==> src/hdl/assert_macros.svh <==
// ---------------------------------------------------------------------------
// Assertion macros
// Wrappers for concurrent assertions; empty when SYNTHESIS is defined.
// ---------------------------------------------------------------------------
`ifndef ASSERT_MACROS_SVH
`define ASSERT_MACROS_SVH
`ifndef SYNTHESIS
// checked at every edge with reset inactive
`define CJST_ASSERT(lbl, clk, rst_n, prop) \
	lbl: assert property (@(posedge clk) disable iff (!rst_n) prop) \
		else $error("cjst assertion failed");
// checked at every edge, reset included
`define CJST_ASSERT_ALWAYS(lbl, clk, prop) \
	lbl: assert property (@(posedge clk) prop) \
		else $error("cjst assertion failed");
`else
`define CJST_ASSERT(lbl, clk, rst_n, prop)
`define CJST_ASSERT_ALWAYS(lbl, clk, prop)
`endif
`endif

==> src/hdl/cjst_pkg.sv <==
// ---------------------------------------------------------------------------
// Job slot table package
// Beat types, opcodes, slot states and result codes.
// ---------------------------------------------------------------------------
package cjst_pkg;

	localparam logic [1:0] MODE_ADD    = 2'd0;
	localparam logic [1:0] MODE_CANCEL = 2'd1;
	localparam logic [1:0] MODE_TICK   = 2'd2;

	localparam logic [1:0] ST_FREE      = 2'd0;
	localparam logic [1:0] ST_COUNTING  = 2'd1;
	localparam logic [1:0] ST_FIRED     = 2'd2;
	localparam logic [1:0] ST_CANCELLED = 2'd3;

	localparam logic [2:0] RES_OK        = 3'd0;
	localparam logic [2:0] RES_INVALID   = 3'd1;
	localparam logic [2:0] RES_NOSPACE   = 3'd2;
	localparam logic [2:0] RES_CANCELLED = 3'd3;
	localparam logic [2:0] RES_BUSY      = 3'd4;

	typedef struct packed {
		logic [1:0]  mode;
		logic [15:0] seconds;
		logic [7:0]  action_code;
		logic [31:0] job_tag;
		logic [7:0]  slot_id;
	} cmd_t;

	typedef struct packed {
		logic [2:0]  status;
		logic [7:0]  slot_out;
		logic        fired;
		logic [7:0]  action_out;
		logic [31:0] tag_out;
		logic        last;
	} rsp_t;

	// per-slot job payload
	typedef struct packed {
		logic [15:0] seconds;
		logic [7:0]  action;
		logic [31:0] tag;
	} job_t;

	// store write strobes
	typedef struct packed {
		logic wr_secs;	// countdown only
		logic wr_job;	// whole job
	} store_ctl_t;

endpackage

==> src/hdl/cjst_store.sv <==
// ---------------------------------------------------------------------------
// Job slot payload store
// Countdown, action and tag memories; one write, one registered read.
// ---------------------------------------------------------------------------
module cjst_store #(
	parameter int DEPTH = 16,
	parameter int AW    = 4
) (
	input  logic                    clk,
	input  cjst_pkg::store_ctl_t    ctl,
	input  logic [AW-1:0]           wr_addr,
	input  cjst_pkg::job_t          wr_data,
	input  logic [AW-1:0]           rd_addr,
	output cjst_pkg::job_t          rd_data
);
	import cjst_pkg::*;

	logic [15:0] mem_secs [DEPTH];
	logic [7:0]  mem_act  [DEPTH];
	logic [31:0] mem_tag  [DEPTH];

	always_ff @(posedge clk) begin
		if (ctl.wr_secs || ctl.wr_job) begin
			mem_secs[wr_addr] <= wr_data.seconds;
		end
		if (ctl.wr_job) begin
			mem_act[wr_addr] <= wr_data.action;
			mem_tag[wr_addr] <= wr_data.tag;
		end
	end

	always_ff @(posedge clk) begin
		rd_data.seconds <= mem_secs[rd_addr];
		rd_data.action  <= mem_act[rd_addr];
		rd_data.tag     <= mem_tag[rd_addr];
	end

endmodule

==> src/hdl/cjst_alu.sv <==
// ---------------------------------------------------------------------------
// Countdown unit
// Shared compare and decrement applied to one slot per cycle.
// ---------------------------------------------------------------------------
module cjst_alu (
	input  logic [15:0] secs,
	output logic        fire,
	output logic [15:0] dec
);
	// a count of one or less expires on this tick
	assign fire = (secs <= 16'd1);
	assign dec  = secs - 16'd1;

endmodule

==> src/hdl/countdown_job_slot_table.sv <==
// ---------------------------------------------------------------------------
// Countdown job slot table
// Table of job slots with add, cancel and one-second tick commands.
// ---------------------------------------------------------------------------
// Usage:
//   Command channel: a beat on cmd is taken at a rising edge with start high
//   and busy low. Result channel: each result beat sits on rsp for exactly
//   one cycle with strobe high; the receiver cannot stall it.
//   Cancel, a rejected add and the unused opcode answer in the cycle after
//   the command; busy does not rise.
//   A valid add walks the slot status from slot 0 until it finds a free slot
//   or else answers no space; the result comes in the cycle busy falls.
//   A tick walks every slot through the payload store, one slot per cycle
//   with a registered read. Each firing slot yields one beat, in slot order;
//   the last beat carries last = 1.
//   A tick without firings yields a single all-zero beat with last = 1.
//   Busy drops in the same cycle as the final beat, so a new command can be
//   issued then. The throughput is set by the single store read port and the
//   one shared countdown unit.
//   Reset frees all slots; the payload memories are not cleared.
// ---------------------------------------------------------------------------
`include "assert_macros.svh"

module countdown_job_slot_table #(
	parameter int SLOT_COUNT = 16
) (
	input  logic           clk,
	input  logic           arst_n,
	input  logic           start,
	output logic           busy,
	input  cjst_pkg::cmd_t cmd,
	output logic           strobe,
	output cjst_pkg::rsp_t rsp
);
	import cjst_pkg::*;

	localparam int IW = (SLOT_COUNT > 1) ? $clog2(SLOT_COUNT) : 1;
	localparam int CW = $clog2(SLOT_COUNT + 1);

	localparam logic [1:0] S_IDLE = 2'd0;
	localparam logic [1:0] S_ADD  = 2'd1;
	localparam logic [1:0] S_TICK = 2'd2;
	localparam logic [1:0] S_END  = 2'd3;

	// sequencer state
	logic [1:0]    state_q, state_d;
	logic [CW-1:0] cnt_q, cnt_d;	// scan / read pointer
	logic          v_s1, v_d;	// store read in flight
	logic [IW-1:0] idx_s1;

	// slot status, reset to free
	logic [1:0] status_q [SLOT_COUNT];
	logic          st_we;
	logic [IW-1:0] st_widx;
	logic [1:0]    st_wval;

	// held command for add
	cmd_t cmd_q;

	// pending fired beat; we only know it is the last one at scan end
	logic          pend_v_q, pend_load, pend_clr;
	logic [IW-1:0] pend_slot_q;
	logic [7:0]    pend_act_q;
	logic [31:0]   pend_tag_q;

	// result register
	logic emit, strobe_q;
	rsp_t rsp_d, rsp_q;

	// store and countdown unit
	store_ctl_t    ctl;
	logic [IW-1:0] wr_addr;
	job_t          wr_data, rd_data;
	logic          fire;
	logic [15:0]   dec;

	logic [IW-1:0] id_idx, scan_idx;
	logic [1:0]    st_id, st_scan, st_s1;

	assign id_idx   = cmd.slot_id[IW-1:0];
	assign scan_idx = cnt_q[IW-1:0];
	assign st_scan  = status_q[scan_idx];
	assign st_s1    = status_q[idx_s1];

	cjst_store #(
		.DEPTH (SLOT_COUNT),
		.AW    (IW)
	) u_store (
		.clk     (clk),
		.ctl     (ctl),
		.wr_addr (wr_addr),
		.wr_data (wr_data),
		.rd_addr (scan_idx),
		.rd_data (rd_data)
	);

	cjst_alu u_alu (
		.secs (rd_data.seconds),
		.fire (fire),
		.dec  (dec)
	);

	always_comb begin
		state_d   = state_q;
		cnt_d     = cnt_q;
		v_d       = 1'b0;
		st_we     = 1'b0;
		st_widx   = idx_s1;
		st_wval   = ST_FREE;
		pend_load = 1'b0;
		pend_clr  = 1'b0;
		emit      = 1'b0;
		rsp_d     = '0;
		ctl       = '0;
		wr_addr   = idx_s1;
		wr_data   = rd_data;
		st_id     = ST_FREE;

		case (state_q)
			S_IDLE: begin
				if (start) begin
					case (cmd.mode)
						MODE_ADD: begin
							if (cmd.seconds == 16'd0 || cmd.action_code == 8'd0) begin
								emit         = 1'b1;
								rsp_d.status = RES_INVALID;
								rsp_d.last   = 1'b1;
							end else begin
								state_d = S_ADD;
								cnt_d   = '0;
							end
						end
						MODE_CANCEL: begin
							emit       = 1'b1;
							rsp_d.last = 1'b1;
							// out-of-range ids never index the status array
							if (cmd.slot_id >= 8'(SLOT_COUNT)) begin
								rsp_d.status = RES_INVALID;
							end else begin
								st_id = status_q[id_idx];
								case (st_id)
									ST_FREE:      rsp_d.status = RES_INVALID;
									ST_CANCELLED: rsp_d.status = RES_CANCELLED;
									ST_FIRED:     rsp_d.status = RES_BUSY;
									default: begin
										rsp_d.status = RES_OK;
										st_we   = 1'b1;
										st_widx = id_idx;
										st_wval = ST_CANCELLED;
									end
								endcase
							end
						end
						MODE_TICK: begin
							state_d  = S_TICK;
							cnt_d    = '0;
							pend_clr = 1'b1;
						end
						default: begin
							emit         = 1'b1;
							rsp_d.status = RES_INVALID;
							rsp_d.last   = 1'b1;
						end
					endcase
				end
			end
			S_ADD: begin
				if (st_scan == ST_FREE) begin
					st_we           = 1'b1;
					st_widx         = scan_idx;
					st_wval         = ST_COUNTING;
					ctl.wr_job      = 1'b1;
					wr_addr         = scan_idx;
					wr_data.seconds = cmd_q.seconds;
					wr_data.action  = cmd_q.action_code;
					wr_data.tag     = cmd_q.job_tag;
					emit            = 1'b1;
					rsp_d.status    = RES_OK;
					rsp_d.slot_out  = 8'(scan_idx);
					rsp_d.last      = 1'b1;
					state_d         = S_IDLE;
				end else if (scan_idx == IW'(SLOT_COUNT - 1)) begin
					emit         = 1'b1;
					rsp_d.status = RES_NOSPACE;
					rsp_d.last   = 1'b1;
					state_d      = S_IDLE;
				end else begin
					cnt_d = cnt_q + 1'b1;
				end
			end
			S_TICK: begin
				// issue reads for every slot
				if (cnt_q != CW'(SLOT_COUNT)) begin
					v_d   = 1'b1;
					cnt_d = cnt_q + 1'b1;
				end
				// process the slot whose data just came back
				if (v_s1) begin
					if (st_s1 == ST_COUNTING) begin
						if (fire) begin
							st_we     = 1'b1;
							st_wval   = ST_FIRED;
							pend_load = 1'b1;
							if (pend_v_q) begin
								emit             = 1'b1;
								rsp_d.slot_out   = 8'(pend_slot_q);
								rsp_d.fired      = 1'b1;
								rsp_d.action_out = pend_act_q;
								rsp_d.tag_out    = pend_tag_q;
							end
						end else begin
							ctl.wr_secs     = 1'b1;
							wr_data.seconds = dec;
						end
					end else if (st_s1 == ST_CANCELLED) begin
						st_we   = 1'b1;
						st_wval = ST_FREE;
					end
					if (idx_s1 == IW'(SLOT_COUNT - 1)) begin
						state_d = S_END;
					end
				end
			end
			S_END: begin
				emit       = 1'b1;
				rsp_d.last = 1'b1;
				if (pend_v_q) begin
					rsp_d.slot_out   = 8'(pend_slot_q);
					rsp_d.fired      = 1'b1;
					rsp_d.action_out = pend_act_q;
					rsp_d.tag_out    = pend_tag_q;
				end
				state_d = S_IDLE;
			end
			default: begin
				state_d = S_IDLE;
			end
		endcase
	end

	// control state
	always_ff @(posedge clk or negedge arst_n) begin
		if (!arst_n) begin
			state_q  <= S_IDLE;
			cnt_q    <= '0;
			v_s1     <= 1'b0;
			pend_v_q <= 1'b0;
			strobe_q <= 1'b0;
			for (int i = 0; i < SLOT_COUNT; i++) begin
				status_q[i] <= ST_FREE;
			end
		end else begin
			state_q  <= state_d;
			cnt_q    <= cnt_d;
			v_s1     <= v_d;
			strobe_q <= emit;
			if (pend_clr) begin
				pend_v_q <= 1'b0;
			end else if (pend_load) begin
				pend_v_q <= 1'b1;
			end
			if (st_we) begin
				status_q[st_widx] <= st_wval;
			end
		end
	end

	// payload registers
	always_ff @(posedge clk) begin
		if (start && state_q == S_IDLE) begin
			cmd_q <= cmd;
		end
		if (v_d) begin
			idx_s1 <= scan_idx;
		end
		if (pend_load) begin
			pend_slot_q <= idx_s1;
			pend_act_q  <= rd_data.action;
			pend_tag_q  <= rd_data.tag;
		end
		if (emit) begin
			rsp_q <= rsp_d;
		end
	end

	assign busy   = (state_q != S_IDLE);
	assign strobe = strobe_q;
	assign rsp    = rsp_q;

	// every accepted command either answers next cycle or keeps the block busy
	`CJST_ASSERT(a_accept_progress, clk, arst_n, start && !busy |=> strobe || busy)
	// the end of a tick scan always closes with a final beat
	`CJST_ASSERT(a_end_beat, clk, arst_n, state_q == S_END |=> strobe && rsp.last && !busy)
	// busy only falls together with the final beat of a command
	`CJST_ASSERT(a_busy_fall, clk, arst_n, $fell(busy) |-> strobe && rsp.last)
	// nothing is reported or in progress while reset is held
	`CJST_ASSERT_ALWAYS(a_rst_quiet, clk, !arst_n |-> !strobe && !busy)

endmodule
==> config.mk <==
export PLATFORM = sky130hd
export DESIGN_NAME = countdown_job_slot_table
export DESIGN_NICKNAME = d
export VERILOG_FILES = /design/src/hdl/cjst_pkg.sv /design/src/hdl/cjst_store.sv /design/src/hdl/cjst_alu.sv /design/src/hdl/countdown_job_slot_table.sv
export VERILOG_INCLUDE_DIRS = /design/src /design/src/hdl
export SDC_FILE = /design/constraint.sdc
export NUM_CORES = 1
export LEC_CHECK = 0
export ABC_AREA = 1
export BUFFER_PORTS_ARGS = -buffer_cell sky130_fd_sc_hd__buf_2
export CAP_MARGIN = 20
export CORE_MARGIN = 3
export CORE_UTILIZATION = 55
export DETAILED_ROUTE_END_ITERATION = 10
export PLACE_DENSITY = 0.77
export SLEW_MARGIN = 20
export SYNTH_ARGS = -nofsm -noshare
export SYNTH_HDL_FRONTEND = slang
export SYNTH_SLANG_ARGS = --single-unit
==> constraint.sdc <==
create_clock -name clk -period 6.21 [get_ports clk]
set_input_delay 1.242 -clock clk [delete_from_list [all_inputs] [get_ports clk]]
set_output_delay 1.242 -clock clk [all_outputs]
set_load 0.01 [all_outputs]
# Yosys cells after proc, flatten, opt, wreduce, memory -nomap -nowiden
# Memories as Yosys holds them, arrays and structs flattened. A register that Yosys moved wholly into a read port is not among the register bits.
# Index checks and enable logic that the tools add are counted.
# Widths: inputs -> output; s select.
classes:
  muxes: 104
  n_reduce_logical: 16
  n_eq_ne: 21
  n_lt_le_gt_ge: 7
  add_sub_neg: 2
  n_bitwise: 4
ops:
  columns: ["cell", "count"]
  rows:
  - ["$mux 49", 3]
  - ["$pmux 41 s2", 1]
  - ["$mux 56", 1]
  - ["$mux 16", 3]
  - ["$mux 45", 1]
  - ["$mux 2", 21]
  - ["$mux 40", 1]
  - ["$mux 1", 38]
  - ["$bwmux 32", 1]
  - ["$pmux 16 s2", 1]
  - ["$mux 4", 7]
  - ["$mux 5", 5]
  - ["$bmux 2 s4", 3]
  - ["$pmux 8 s3", 1]
  - ["$ge 5x5->1 const B", 4]
  - ["$not 4->5", 4]
  - ["$pmux 3 s3", 2]
  - ["$le 16x1->1 const B", 1]
  - ["$logic_not 16->1", 1]
  - ["$sub 16x1->16 const B", 1]
  - ["$pmux 5 s3", 1]
  - ["$eq 2x2->1 const B", 6]
  - ["$ne 2x2->1 const B", 6]
  - ["$pmux 5 s2", 1]
  - ["27 further kinds", 40]
totals:
  out_inout_bits: 55
  regBits: 199
  elab_cells: 191
  mem_bits_rw: 896
  n_memories: 3
mem_list:
  columns: ["memory", "depth", "width", "read_ports", "rd_ports_with_merged_regs", "write_ports", "line", "text"]
  rows:
  - ["u_store.mem_tag", 16, 32, 1, 1, 1, "cjst_store.sv:20", "logic [31:0] mem_tag [DEPTH];"]
  - ["u_store.mem_secs", 16, 16, 1, 1, 1, "cjst_store.sv:18", "logic [15:0] mem_secs [DEPTH];"]
  - ["u_store.mem_act", 16, 8, 1, 1, 1, "cjst_store.sv:19", "logic [7:0] mem_act [DEPTH];"]

# Longest topological paths before layout
depth:
  ltp_word: 17
  ltp_mapped: 25
  depth_no_buf: 23

# Cells and area by module
# Synthesis repeated with hierarchy kept, for this count alone.
unflattened:
  cells_unflattened: 4856
  area_unflattened_um2: 49837.8
modules_own_cells:
  columns: ["module", "area_each_um2", "instances", "seq_area_each_um2", "cells_each"]
  rows:
  - ["cjst_store", 39840.7, 1, 28026.9, 3724]
  - ["countdown_job_slot_table", 9579.2, 1, 5645.4, 1050]
  - ["cjst_alu", 417.9, 1, 0.0, 82]

# Worst setup path before layout
# No wires, ideal clock.
synth_path:
  kind: "input port to flip-flop"
  start: "input port start"
  end: "register rsp_q, in the netlist rsp[0] (enable)"
  path_stages: 6
  path_buffers: 0
  arrival_ns: 5.321
  setup_time_ns: 0.473
  slack_ns: 0.416
  cell_sequence: "nand2_1 inv_1 nand2_1 nand3_1 a21oi_1 a21oi_1"
synth_between:
  elab_chain_cells: 2
synth_lines:
  columns: ["item", "line", "text"]
  rows:
  - ["start, declared", "countdown_job_slot_table.sv:29", "input logic start,"]
  - ["$mux 1", "countdown_job_slot_table.sv:121", "if (start) begin"]
  - ["$pmux 1 s4", "countdown_job_slot_table.sv:119", "case (state_q)"]
  - ["named net emit", "countdown_job_slot_table.sv:67", "logic emit, strobe_q;"]
  - ["end signal, assigned", "countdown_job_slot_table.sv:282", "rsp_q <= rsp_d;"]
  - ["end, declared", "countdown_job_slot_table.sv:68", "rsp_t rsp_d, rsp_q;"]
# The timed path passes the listed nets, and every way through them passes these cells.
# A chain may end at the register's enable or synchronous reset.

# Worst setup path in the final report
layout_path:
  start: "register cnt_q[0]"
  end: "memory u_store.mem_tag[1][22] (enable)"
layout_between:
  elab_chain_cells: 9
  word_cells_on_any_way: 11
  cone_classes: "mux: 9; bitwise: 1; reduce/logical: 1"
layout_lines:
  columns: ["item", "line", "text"]
  rows:
  - ["start, declared", "countdown_job_slot_table.sv:47", "logic [CW-1:0] cnt_q, cnt_d;"]
  - ["start signal, assigned", "countdown_job_slot_table.sv:254", "cnt_q <= cnt_d;"]
  - ["$not 4->5 (not written as such)", "countdown_job_slot_table.sv:82", "assign st_scan = status_q[scan_idx];"]
  - ["$bmux 2 s4", "countdown_job_slot_table.sv:82", null]
  - ["$mux 2 (not written as such) (2 in series)", "countdown_job_slot_table.sv:82", null]
  - ["$logic_not 2->1", "countdown_job_slot_table.sv:168", "if (st_scan == ST_FREE) begin"]
  - ["$mux 1", "countdown_job_slot_table.sv:168", null]
  - ["$mux 1", "countdown_job_slot_table.sv:119", null]
  - ["$mux 1", "cjst_store.sv:26", "if (ctl.wr_job) begin"]
  - ["$mux 1 (not written as such)", "cjst_store.sv:28", "mem_tag[wr_addr] <= wr_data.tag;"]
  - ["end, declared", "cjst_store.sv:20", null]
# Several ways; a longest one is shown, not always the timed one. The select of a mux whose other input is x is not followed.

==> summary.txt <==
Status
  – Status: finished clean

Drt
  – Residual DRC: 0
  – Antenna Violating Nets Remaining: 0
  – Vias per cell: 6.157
  – Avg WL per Cell: 23.30 µm
  – Routed wire length: ~120000 µm
  – Detailed Routing Iterations Pass 1: 8
  – Iter 0 DRT Violations: ~4200
  – Via count: 30871

Place
  – Pre-CTS setup slack: 1379 ps
  – RePlAce Congestion: 0.9398
  – PortBufs: approximately 120
  – Final HPWL DP: 61670 µm

Floorplanning
  – Die height: a little under 300 µm
  – Die X: 294.6 µm
  – Die area: just under 90000 µm²
  – Initial Util: 55.69%
  – Core Area: 82240 µm²
  – Core Rows: 105
  – Io pins: approximately 120

Timing
  – Post-layout min period: just under 5000 ps
  – Clock Skews: around 62 ps
  – Pins Over Slew Limit: 0
  – Final Setup Violations: 0
  – Final worst slack: about 1300 ps
  – RSZ-0062 raised after global routing: false
  – Final Hold Fails: 0
  – Slew headroom: 24.13%
  – Crit share post-route: approximately four fifths
  – Final setup TNS: 0 ps
  – Tightest Pin Transition: 1138 ps
  – Max frequency: 203.0 MHz
  – Hold slack final: approximately 440 ps

Setup path
  – Type of the worst setup path: reg -> reg
  – Crit-path most repeated cell: nand2_1
  – CP cell instances: inv_8 > nand3_1 > nand2_1 > nand2_1 > nand2_1 > inv_2 > nand3_2 > nand3_4 > inv_2 > o21ai_2 > nor2_1 > nand2_1 > nor2_4 > buf_4
  – Worst Path Arrival: 5240 ps
  – Startpoint Class: flop
  – Max incr delay on CP: 640 ps
  – Crit. End Element: flop
  – CP Data Required Time: 6520 ps
  – Critical-path top delay cell: dfrtp_4
  – CP Max Fanout: 129

Synthesis
  – Share of flip-flops with an asynchronous set or reset: roughly 3.7%
  – Post-synthesis mux area share: 0%
  – Most area-consuming cells after synthesis: edfxtp_1 (69%), o21ai_0 (5.6%), nor2_1 (5.0%), nand2_1 (4.5%), o22ai_1 (3.1%)
  – Cell taking the most area after synthesis: edfxtp_1
  – Number of enable flip-flop cells after synthesis: ~1000
  – Simple-Gate Fraction of Synth Area: around an eighth
  – Synth Area in Adders: less than 1%
  – Largest family of logic cells by synthesized area: simple AND/OR/NAND/NOR gates
  – Sequential fraction of the synthesis area: between 70% and 80%
  – Yosys reg bits: about 1100
  – Syn Std Cell Area: around 46000 µm²
  – Post-synth cell types: 46
  – Mean Syn Cell Area: 12.12 µm²
  – Yosys warning total: 0
  – Post-Synthesis Cells: 3778
  – Predominant post-synthesis flop cell: edfxtp_1
  – Synth Area in XOR/XNOR: 0.1912%
  – Most common cell in the netlist: edfxtp_1
  – Synth cell count leaders: edfxtp_1 (1049), nor2_1 (605), nand2_1 (548), o21ai_0 (508), o22ai_1 (224)
  – Complex-gate fraction of the synthesized area: 9.865%
  – Post-synth top area share: 68.78%

Global routing
  – All-Layer GR Usage: 26.58%
  – Global route overflow: 0
  – Pin count of the biggest net entering global routing: 249
  – First-pass GRT wire length: 174700 µm
  – Vias in the first global route: roughly 29000
  – Initial antenna violation count: 5

Clock tree
  – Setup Buffers After CTS: 0
  – Hold Buf Count CTS: 0
  – Clock sinks: 1147
  – Cts bufs inserted: 107
  – H-tree levels: 3
  – Clock slew at reported path FFs: 70 ps
  – Post-cts sizing count: 0
  – Clk root buf: clkbuf_16
  – CTS tree: built
  – Clock Latency Late Sink: 720 ps
  – Clock buffer depth: 3

Layout
  – Final #Nets: just under 4000
  – Layout Area Growth over Synthesis: 11.88%
  – Final core utilization: between 60 and 70%
  – Share of cells above drive strength 1: 11.57%
  – Fillers: 5897

Worst hold path
  – Hold crit path type: reg -> reg

Run
  – Max-cap violations: 0

Power
  – Power per cell area: 516.7 nW/µm²
  – Leak Pwr: 17.92 nW
  – Tot Pwr: 26.47 mW
  – VDD IR max: about 400 µV
layout make-up:
class	count	area [µm²]	share of cell area [%]
diodes	4	10.01	0.01953
clock buffers	135	2863	5.587
clock inverters	69	650.6	1.270
inverters	140	539.3	1.052
multi-input cells	2263	10880	21.22
flip-flops and latches	1147	33690	65.74
well taps	1070	1339	2.613
repair buffers	186	1276	2.491
worst paths after layout:
check,startpoint,endpoint,slack [ps],depth (start not counted)
worst min-delay path,u_store.rd_data[34],pend_act_q[2],440,0
max in group asynchronous,arst_n,cnt_q[3],5200,1
worst min register to register,u_store.rd_data[34],pend_act_q[2],440,0
min in group asynchronous,arst_n,pend_v_q,550,1
worst max register to register,cnt_q[0],u_store.mem_tag[1][22],1280,14
worst max-delay path,cnt_q[0],u_store.mem_tag[1][22],1280,14
placed cells by master, fill, tap and decap left out, drive strengths merged, types with 10 or more instances in the layout:
| master | netlist | final |
|---|---|---|
| a21oi | 56 | 56 |
| buf | 37 | 186 |
| clkbuf | 194 | 135 |
| clkinv | 1 | 58 |
| dfrtp | 42 | 42 |
| dfxtp | 56 | 56 |
| edfxtp | 1049 | 1049 |
| ha | 14 | 14 |
| inv | 139 | 141 |
| nand2 | 561 | 561 |
| nand3 | 149 | 149 |
| nand4 | 70 | 70 |
| nor2 | 621 | 621 |
| o21ai | 516 | 516 |
| o22ai | 224 | 224 |
| xor2 | 10 | 10 |
cells by family after synthesis:
logic type	Yosys count
compound gates	820
xor+xnor	10
fa+ha+maj	14
buf+inv	371
flops	1147
other cells	1
simple gates	1415
sequential cells by signal (all words and copies together) (netlist names):
name              count
u_store.mem_tag     512
u_store.mem_secs    256
u_store.mem_act     128
cmd_q                56
u_store.rd_data      56
rsp                  49
pend_tag_q           32
status_q             32
pend_act_q            8
cnt_q                 5
idx_s1                4
pend_slot_q           4
state_q               2
pend_v_q              1
strobe                1
v_s1                  1
report_power, final:
group          total [mW]  leakage, nW  switching (mW)  internal [mW]
combinational        8.13         5.64            6.24           1.88
sequential           11.9         10.6           0.494           11.4
clock                6.46         1.72            2.90           3.56
total                26.5         17.9            9.64           16.8
through the flow:
stage               cell area (µm²)  instances
floorplan                     45810       3781
global placement              47590       4799
detailed placement            47660       4804
CTS                           51180       5008
global route                  51230       5011
finish                        51240       5014
critical path: cells and delay by family, from the launching register on:
family	cells	cell delay, ps
simple gates	9	1980
buf+inv	4	1720
flops	1	640
compound gates	1	200
metal layers:
layer  part of all wire [%]  vias to the layer above  global-route usage, %  wire, µm
met1                     38                    14864                  37.57     44750
met2                     46                     2003                  41.17     54300
met5                      0                        -                      0         0
met4                    3.4                        0                  10.43      3922
li1                       -                    13694                      -         -
met3                     12                      310                  5.237     13880
No activity file was read; power rests on OpenSTA's default activity.
